$ cat src/hdl/mte_pkg.sv
package mte_pkg;

    // Scaling and limits
    localparam int PX_SCALE     = 2;
    localparam int PX_LIMIT     = 64;
    localparam int SCREEN_LIMIT = 239;

    // Field widths
    localparam int SIZE_W  = 4;
    localparam int ADDR_W  = 16;
    localparam int ART_W   = 64;
    localparam int COORD_W = 8;
    localparam int COLOR_W = 16;

    // Internal widths: side is size * PX_SCALE, count is side squared at full width
    localparam int SIDE_W  = 6;
    localparam int COUNT_W = 12;
    localparam int PROD_W  = COORD_W + SIDE_W;
    // Line register width in logical pixels; an accepted tile row is at most 4 wide (count <= 64 pixels)
    localparam int LINE_W  = 8;
    localparam int PX_W    = (PX_SCALE > 1) ? $clog2(PX_SCALE) : 1;

    // Stream packing
    localparam int S_DATA_W = 88;
    localparam int M_DATA_W = 48;
    localparam int S_SIZE_LSB = 0;
    localparam int S_ADDR_LSB = S_SIZE_LSB + SIZE_W;
    localparam int S_ART_LSB  = S_ADDR_LSB + ADDR_W;

    // Configuration register indexes
    localparam int CFG_IDX_W = 1;
    localparam logic [CFG_IDX_W-1:0] REG_OFF_COLOR = 1'b0;
    localparam logic [CFG_IDX_W-1:0] REG_ON_COLOR  = 1'b1;

    localparam logic [COLOR_W-1:0] OFF_COLOR_RESET = 16'h0000;
    localparam logic [COLOR_W-1:0] ON_COLOR_RESET  = 16'hFFFF;

    // Window of the current tile, from the setup unit to the serialiser
    typedef struct packed {
        logic               invalid;
        logic [COORD_W-1:0] x_first;
        logic [COORD_W-1:0] x_last;
        logic [COORD_W-1:0] y_first;
        logic [COORD_W-1:0] y_last;
    } mte_window_t;

endpackage

$ cat src/hdl/mono_tile_color_expander.sv
// Mono tile colour expander. A tile transaction carries a size, an address and
// 1-bit art; each art bit becomes a PX_SCALE square of the on or off colour
// and the true pixels leave one per cycle while m_tready allows, in raster
// order, each carrying the screen window, with tlast on the final pixel. A
// valid tile first has its window registered by the setup unit, then the pixel
// serialiser shifts the art out one bit per PX_SCALE pixels. A zero size, too
// many pixels or an origin past 239 gives one result with tuser set, a zero
// payload and tlast. One tile is in flight at a time; the next is taken once the
// last result has entered the output register. Colours are written through the
// cfg port; the user must do so only while idle, as the block does not enforce it.
module mono_tile_color_expander (
    input  logic                            aclk,
    input  logic                            aresetn,
    // cfg: 0 off_color, 1 on_color
    input  logic                            cfg_we,
    input  logic [mte_pkg::CFG_IDX_W-1:0]   cfg_addr,
    input  logic [mte_pkg::COLOR_W-1:0]     cfg_wdata,
    input  logic                            s_tvalid,
    output logic                            s_tready,
    // size [3:0], tile_address [19:4], art_bits [83:20], zero pad
    input  logic [mte_pkg::S_DATA_W-1:0]    s_tdata,
    output logic                            m_tvalid,
    input  logic                            m_tready,
    // x_first [7:0], x_last [15:8], y_first [23:16], y_last [31:24], color [47:32]
    output logic [mte_pkg::M_DATA_W-1:0]    m_tdata,
    // status [0]
    output logic                            m_tuser,
    output logic                            m_tlast
);

    logic [mte_pkg::COLOR_W-1:0] off_color_reg, off_color_next;
    logic [mte_pkg::COLOR_W-1:0] on_color_reg, on_color_next;
    mte_pkg::mte_window_t        window;
    logic                        load;

    // Colour registers
    always_comb begin
        off_color_next = off_color_reg;
        on_color_next  = on_color_reg;
        if (cfg_we) begin
            case (cfg_addr)
                mte_pkg::REG_OFF_COLOR: off_color_next = cfg_wdata;
                mte_pkg::REG_ON_COLOR:  on_color_next  = cfg_wdata;
                default: ;
            endcase
        end
    end

    always_ff @(posedge aclk) begin
        if (!aresetn) begin
            off_color_reg <= mte_pkg::OFF_COLOR_RESET;
            on_color_reg  <= mte_pkg::ON_COLOR_RESET;
        end else begin
            off_color_reg <= off_color_next;
            on_color_reg  <= on_color_next;
        end
    end

    assign load = s_tvalid && s_tready;

    mte_window u_window (
        .aclk         (aclk),
        .load         (load),
        .tile_dim     (s_tdata[mte_pkg::S_SIZE_LSB +: mte_pkg::SIZE_W]),
        .tile_address (s_tdata[mte_pkg::S_ADDR_LSB +: mte_pkg::ADDR_W]),
        .window       (window)
    );

    mte_serialiser u_serialiser (
        .aclk      (aclk),
        .aresetn   (aresetn),
        .s_tvalid  (s_tvalid),
        .s_tready  (s_tready),
        .tile_dim  (s_tdata[mte_pkg::S_SIZE_LSB +: mte_pkg::SIZE_W]),
        .art_bits  (s_tdata[mte_pkg::S_ART_LSB +: mte_pkg::ART_W]),
        .window    (window),
        .off_color (off_color_reg),
        .on_color  (on_color_reg),
        .m_tvalid  (m_tvalid),
        .m_tready  (m_tready),
        .m_tdata   (m_tdata),
        .m_tuser   (m_tuser),
        .m_tlast   (m_tlast)
    );

endmodule

$ cat src/hdl/mte_window.sv
module mte_window (
    input  logic                        aclk,
    input  logic                        load,
    input  logic [mte_pkg::SIZE_W-1:0]  tile_dim,
    input  logic [mte_pkg::ADDR_W-1:0]  tile_address,
    output mte_pkg::mte_window_t        window
);

    logic                          size_zero_reg, size_zero_next;
    logic                          too_many_reg, too_many_next;
    logic [mte_pkg::COORD_W-1:0]   x0_reg, x0_next;
    logic [mte_pkg::COORD_W-1:0]   y0_reg, y0_next;
    logic [mte_pkg::SIDE_W-1:0]    side_reg, side_next;
    logic [mte_pkg::COUNT_W-1:0]   count;
    logic [mte_pkg::PROD_W-1:0]    x_prod;
    logic [mte_pkg::PROD_W-1:0]    y_prod;

    // Side, pixel count and origin products, taken at the transaction
    always_comb begin
        side_next = mte_pkg::SIDE_W'(tile_dim * mte_pkg::PX_SCALE);
        count     = mte_pkg::COUNT_W'(tile_dim * tile_dim
                                      * (mte_pkg::PX_SCALE * mte_pkg::PX_SCALE));
        x_prod    = mte_pkg::PROD_W'(tile_address[mte_pkg::ADDR_W-1 -: mte_pkg::COORD_W])
                  * mte_pkg::PROD_W'(side_next);
        y_prod    = mte_pkg::PROD_W'(tile_address[mte_pkg::COORD_W-1:0])
                  * mte_pkg::PROD_W'(side_next);
        // origin wraps to 8 bits
        x0_next        = x_prod[mte_pkg::COORD_W-1:0];
        y0_next        = y_prod[mte_pkg::COORD_W-1:0];
        size_zero_next = (tile_dim == '0);
        too_many_next  = (count > mte_pkg::COUNT_W'(mte_pkg::PX_LIMIT));
    end

    always_ff @(posedge aclk) begin
        if (load) begin
            size_zero_reg <= size_zero_next;
            too_many_reg  <= too_many_next;
            x0_reg        <= x0_next;
            y0_reg        <= y0_next;
            side_reg      <= side_next;
        end
    end

    // Validity and window end points
    always_comb begin
        window.invalid = size_zero_reg || too_many_reg
                      || (x0_reg > mte_pkg::COORD_W'(mte_pkg::SCREEN_LIMIT))
                      || (y0_reg > mte_pkg::COORD_W'(mte_pkg::SCREEN_LIMIT));
        window.x_first = x0_reg;
        window.y_first = y0_reg;
        window.x_last  = x0_reg + mte_pkg::COORD_W'(side_reg) - mte_pkg::COORD_W'(1);
        window.y_last  = y0_reg + mte_pkg::COORD_W'(side_reg) - mte_pkg::COORD_W'(1);
    end

endmodule

$ cat src/hdl/mte_serialiser.sv
module mte_serialiser (
    input  logic                          aclk,
    input  logic                          aresetn,
    input  logic                          s_tvalid,
    output logic                          s_tready,
    input  logic [mte_pkg::SIZE_W-1:0]    tile_dim,
    input  logic [mte_pkg::ART_W-1:0]     art_bits,
    input  mte_pkg::mte_window_t          window,
    input  logic [mte_pkg::COLOR_W-1:0]   off_color,
    input  logic [mte_pkg::COLOR_W-1:0]   on_color,
    output logic                          m_tvalid,
    input  logic                          m_tready,
    output logic [mte_pkg::M_DATA_W-1:0]  m_tdata,
    output logic                          m_tuser,
    output logic                          m_tlast
);

    localparam logic ST_IDLE = 1'b0;
    localparam logic ST_EMIT = 1'b1;

    logic                          state_reg, state_next;
    logic                          m_valid_reg, m_valid_next;
    logic [mte_pkg::M_DATA_W-1:0]  m_data_reg, m_data_next;
    logic                          m_user_reg, m_user_next;
    logic                          m_last_reg, m_last_next;
    logic [mte_pkg::SIZE_W-1:0]    size_reg, size_next;
    logic [mte_pkg::ART_W-1:0]     art_reg, art_next;
    logic [mte_pkg::LINE_W-1:0]    line_reg, line_next;
    logic [mte_pkg::PX_W-1:0]      px_reg, px_next;
    logic [mte_pkg::PX_W-1:0]      py_reg, py_next;
    logic [mte_pkg::SIZE_W-1:0]    lx_reg, lx_next;
    logic [mte_pkg::SIZE_W-1:0]    ly_reg, ly_next;
    logic [mte_pkg::ART_W-1:0]     art_shift;
    logic                          advance;
    logic                          px_end, py_end, row_end, tile_end;
    logic [mte_pkg::COLOR_W-1:0]   pix_color;

    assign s_tready = aresetn && (state_reg == ST_IDLE);
    assign advance  = (state_reg == ST_EMIT) && (!m_valid_reg || m_tready);

    // Position within the tile
    always_comb begin
        px_end    = (px_reg == mte_pkg::PX_W'(mte_pkg::PX_SCALE - 1));
        py_end    = (py_reg == mte_pkg::PX_W'(mte_pkg::PX_SCALE - 1));
        row_end   = px_end && (lx_reg == size_reg - mte_pkg::SIZE_W'(1));
        tile_end  = row_end && py_end && (ly_reg == size_reg - mte_pkg::SIZE_W'(1));
        art_shift = art_reg << size_reg;
        pix_color = line_reg[mte_pkg::LINE_W-1] ? on_color : off_color;
    end

    // Load, shift and emit
    always_comb begin
        state_next   = state_reg;
        m_valid_next = m_valid_reg;
        m_data_next  = m_data_reg;
        m_user_next  = m_user_reg;
        m_last_next  = m_last_reg;
        size_next    = size_reg;
        art_next     = art_reg;
        line_next    = line_reg;
        px_next      = px_reg;
        py_next      = py_reg;
        lx_next      = lx_reg;
        ly_next      = ly_reg;

        if (m_tready) begin
            m_valid_next = 1'b0;
        end

        case (state_reg)
            ST_IDLE: begin
                if (s_tvalid) begin
                    size_next  = tile_dim;
                    art_next   = art_bits;
                    line_next  = art_bits[mte_pkg::ART_W-1 -: mte_pkg::LINE_W];
                    px_next    = '0;
                    py_next    = '0;
                    lx_next    = '0;
                    ly_next    = '0;
                    state_next = ST_EMIT;
                end
            end
            ST_EMIT: begin
                if (advance) begin
                    m_valid_next = 1'b1;
                    if (window.invalid) begin
                        m_user_next = 1'b1;
                        m_data_next = '0;
                        m_last_next = 1'b1;
                        state_next  = ST_IDLE;
                    end else begin
                        m_user_next = 1'b0;
                        m_data_next = {pix_color, window.y_last, window.y_first,
                                       window.x_last, window.x_first};
                        m_last_next = tile_end;
                        if (tile_end) begin
                            state_next = ST_IDLE;
                        end
                        if (row_end) begin
                            px_next = '0;
                            lx_next = '0;
                            if (py_end) begin
                                // next logical row
                                py_next   = '0;
                                ly_next   = ly_reg + mte_pkg::SIZE_W'(1);
                                art_next  = art_shift;
                                line_next = art_shift[mte_pkg::ART_W-1 -: mte_pkg::LINE_W];
                            end else begin
                                // repeat the same logical row
                                py_next   = py_reg + mte_pkg::PX_W'(1);
                                line_next = art_reg[mte_pkg::ART_W-1 -: mte_pkg::LINE_W];
                            end
                        end else if (px_end) begin
                            px_next   = '0;
                            lx_next   = lx_reg + mte_pkg::SIZE_W'(1);
                            line_next = line_reg << 1;
                        end else begin
                            px_next = px_reg + mte_pkg::PX_W'(1);
                        end
                    end
                end
            end
            default: begin
                state_next = ST_IDLE;
            end
        endcase
    end

    always_ff @(posedge aclk) begin
        if (!aresetn) begin
            state_reg   <= ST_IDLE;
            m_valid_reg <= 1'b0;
        end else begin
            state_reg   <= state_next;
            m_valid_reg <= m_valid_next;
        end
    end

    always_ff @(posedge aclk) begin
        m_data_reg <= m_data_next;
        m_user_reg <= m_user_next;
        m_last_reg <= m_last_next;
        size_reg   <= size_next;
        art_reg    <= art_next;
        line_reg   <= line_next;
        px_reg     <= px_next;
        py_reg     <= py_next;
        lx_reg     <= lx_next;
        ly_reg     <= ly_next;
    end

    assign m_tvalid = m_valid_reg;
    assign m_tdata  = m_data_reg;
    assign m_tuser  = m_user_reg;
    assign m_tlast  = m_last_reg;

    // An invalid tile gives a single, closing result
    a_invalid_last: assert property (@(posedge aclk) disable iff (!aresetn)
        m_valid_reg && m_user_reg |-> m_last_reg)
        else $error("invalid result without last");

    // An invalid result carries an empty window and colour
    a_invalid_zero: assert property (@(posedge aclk) disable iff (!aresetn)
        m_valid_reg && m_user_reg |-> (m_data_reg == '0))
        else $error("invalid result with non-zero payload");

    // One tile at a time: no transaction straight after another
    a_one_tile: assert property (@(posedge aclk) disable iff (!aresetn)
        s_tvalid && s_tready |=> !s_tready)
        else $error("input taken while a tile is in flight");

endmodule
$ cat config.mk
export PLATFORM = sky130hd
export DESIGN_NAME = mono_tile_color_expander
export DESIGN_NICKNAME = d
export VERILOG_FILES = /design/src/hdl/mte_pkg.sv /design/src/hdl/mono_tile_color_expander.sv /design/src/hdl/mte_window.sv /design/src/hdl/mte_serialiser.sv
export SDC_FILE = /design/constraint.sdc
export NUM_CORES = 1
export LEC_CHECK = 0
export BUFFER_PORTS_ARGS = -buffer_cell sky130_fd_sc_hd__buf_4
export CAP_MARGIN = 20
export CORE_UTILIZATION = 40
export DETAILED_ROUTE_END_ITERATION = 7
export PLACE_DENSITY_LB_ADDON = 0.08
export SYNTH_ARGS = -nofsm -noshare
export SYNTH_HDL_FRONTEND = slang
export SYNTH_SLANG_ARGS = --single-unit
$ cat constraint.sdc
create_clock -name aclk -period 21 [get_ports aclk]
set_input_delay 1.05 -clock aclk [delete_from_list [all_inputs] [get_ports aclk]]
set_output_delay 1.05 -clock aclk [all_outputs]
set_load 0.01 [all_outputs]
==> run summary <==
max-cap violation count: 0
total power: 1.03 mW
LEAKAGE: 5.85 nW
fill cell count: 2,813
routability cong.: 0.807
post_cts resized: 0
largest stage delay on the critical path: 0.77 ns
gr usage total: 20.2%
Rel. slew slack: 37.2%
Post-synth EDFFs: 153
unrepaired setup endpoints after global routing: no
reg2reg end: u_serialiser.art_reg[43]$_DFFE_PP_
R2R cell count: 8
area post-placement: 13,500 um^2
total core area: 29,700 um^2
post-route insts no fill: 1,608
dpl ws: 16.54 ns
R2R Setup Slk: 16.56 ns
met3 Resource Use GR: 5.11%
area grow syn2layout: 16.3%
final hold slack: 0.463 ns
max FFs per register: 64
FP Rows: 63
Pwr per Cell Area: 73.4 nW/um^2
I/O Buffers: 153
chip height: 176 um
worst-skew pair later-pin latency: 0.45 ns
first-pass GRT wire length: 47,900 um
I/O pins: 162
M2 GR Usage: 32.0%
Avg Inst Size Synth: 11.1 um^2
WHS Endpoint: off_color_reg[2]$_SDFFE_PN0P_
Top delay family on crit path: buffers and inverters
Worst Max-Slew Pin Slew: 0.942 ns
library cells used by synthesis: 59
crit start category: flip-flop
Highest Clock Rate: 225 MHz
ys flop type: edfxtp_1
initial core utilization: 40.7%
worst vdd ir: 0.0000561 V
Util after Layout: 47.3%
clk buf depth: 2
Inserted Clock Buffers: 17
Synth Cell Area: 12,100 um^2
sequential cell area fraction in the yosys report: 43.6%
final worst slack: 16.56 ns
CP Data Required Time: 21.07 ns
drt pass-1 iters: 5
clock sink count: 187
post-route ant nets: 0
Finish-stage setup viols: 0
ys async rst share: 0%
final period utilization: 21.1%
fin area: 14,100 um^2
Hold Buf Count CTS: 0
Setup CP Type: flip-flop to flip-flop
met1 Use GR: 27.6%
gr ovfl total: 0
die width: 176 um
Hold Violations, Final: 0
Clock Skew: 0.0112 ns
largest net degree at the start of global routing: 70
Critical Path End Type: flip-flop
WP buf/inv: 3
Setup TNS: 0 ns
DRT Wirelength: 30,400 um
CP dominant cell by count: buf_4
H-tree depth: 4
Final min period: 4.44 ns
setup bufs post-CTS: 0
die area: 30,900 um^2
Clock Tree Root: clkbuf_16
CP max stage cell: buf_4
Worst Hold Depth: 2
HP Start: off_color_reg[2]$_SDFFE_PN0P_
layout cells sized above 1: 24.2%
DP HPWL: 21,000 um
class of the worst hold path: flip-flop to flip-flop
grt peak-use layer: met2
Worst R2R Start: u_serialiser.size_reg[1]$_DFFE_PP_
CTS tree: done
CP cell instances: buf_4 > clkinv_1 > ha_1 > xnor2_1 > xor2_1 > a31oi_2 > nor3_2 > buf_4
drc violations: 0
status: completed
vias: 8,641
Detailed Route Iter0 Violations: 658
Synth Instances: 1,092
DP Cell Count: 1,574
detail-routed net length per standard cell: 18.9 um
crit-path max FO: 69
count of pins over their slew limit: 0
WP data arrival: 4.50 ns
Yosys reg bits: 187
initial antenna violation count: 1
via count of the first global-routing pass: 8,402
Synth warnings: 0
clk slew on worst S/H paths: 0.07 ns
NumNets Final: 1,371
DR vias/cell: 5.37
cells in the final DEF (no fill, tap or decap), types with 4 or more instances in the layout:
cell type,instances
a21boi_0,17
a21o_1,9
a21oi_1,29
a22oi_1,4
and2_1,32
and3_1,7
buf_4,167
clkbuf_16,17
dfxtp_1,33
edfxtp_1,153
fa_1,17
ha_1,40
inv_1,75
inv_8,4
mux2_2,26
mux2i_1,93
mux4_2,60
nand2_1,178
nand2b_1,6
nand3_1,31
nand4_1,5
nor2_1,62
nor2b_1,7
nor3_1,5
o211ai_1,11
o21ai_0,29
o21ai_1,7
o2bb2ai_1,5
xnor2_1,25
xor2_1,10
worst max-delay path by stage:
stage,end,cells after the start,from
floorplan,u_serialiser.art_reg[0]$_DFFE_PP_,4,m_tready
global placement,u_serialiser.art_reg[34]$_DFFE_PP_,8,u_serialiser.size_reg[1]$_DFFE_PP_
detailed placement,u_serialiser.art_reg[34]$_DFFE_PP_,8,u_serialiser.size_reg[1]$_DFFE_PP_
CTS,u_serialiser.art_reg[41]$_DFFE_PP_,8,u_serialiser.size_reg[1]$_DFFE_PP_
global route,u_serialiser.art_reg[46]$_DFFE_PP_,8,u_serialiser.size_reg[1]$_DFFE_PP_
finish,u_serialiser.art_reg[43]$_DFFE_PP_,8,u_serialiser.size_reg[1]$_DFFE_PP_
routing by layer:
layer  up-vias  part of all wire [%]
met3        20                   6.2
met4         0                  0.98
met1      4278                    46
met2       204                    47
li1       4139                     -
met5         -                     0
final cells by class:
class	count	area (um^2)	share of cell area, %
antenna	1	2.50	0.0178
clock buffer	19	434	3.09
clock inverter	13	133	0.943
inverter	77	289	2.06
multi-input combinational	753	6170	43.9
sequential	187	5280	37.5
tap	390	488	3.47
timing repair buffer	168	1260	9.00
tightest hold or removal path: cells and delay by family, from the launching register on:
| family | cells | cell delay, ns |
|---|---|---|
| and+or+nand+nor | 1 | 0.05 |
| DFF | 1 | 0.31 |
| AOI/OAI and AO/OA | 1 | 0.06 |
logic make-up (layout without fill, tap and decap cells):
family	count (synthesis)	count (layout)	share of synthesized area (%)
simple gates	344	344	12.6
xor+xnor	36	36	2.72
fa+ha+maj	57	57	6.96
compound gates	133	133	7.16
buf+inv	153	277	5.38
other cells	1	3	0.0310
mux	181	181	21.5
flops	187	187	43.6
power by group:
group          switching (mW)  leakage (nW)  internal (mW)
clock                   0.161         0.279          0.158
combinational           0.132          3.84          0.117
sequential             0.0223          1.73          0.442
total                   0.315          5.85          0.717
cell usage after synthesis (2+ instances only):
master	n	share of area, %
nand4_1	5	0.26
nor3_1	6	0.25
fa_1	17	2.8
o21ai_0	29	1.2
inv_1	75	2.3
and3b_1	2	0.14
ha_1	40	4.1
a32oi_1	3	0.22
nor2_1	62	1.9
nand3_1	31	1.3
o221ai_1	3	0.22
a21o_1	9	0.56
mux2_4	2	0.25
a22o_1	2	0.14
clkbuf_1	42	1.3
buf_6	2	0.19
mux4_2	60	11
xor2_1	10	0.72
buf_4	8	0.50
nand2_1	178	5.5
mux2i_1	93	7.7
xnor2_1	25	1.8
and2_1	33	1.7
mux2_2	26	2.4
a21boi_0	17	1.1
o21a_1	3	0.19
a22oi_1	4	0.25
a21oi_1	29	1.2
edfxtp_1	153	38
dfxtp_1	34	5.6
buf_1	7	0.22
nor2b_1	7	0.36
nand2b_1	6	0.31
buf_2	16	0.66
o211ai_1	11	0.68
and3_1	7	0.36
o21ai_1	7	0.29
o2bb2ai_1	5	0.36
o21bai_1	3	0.19
Note: power is estimated with default switching activity, not from simulation.
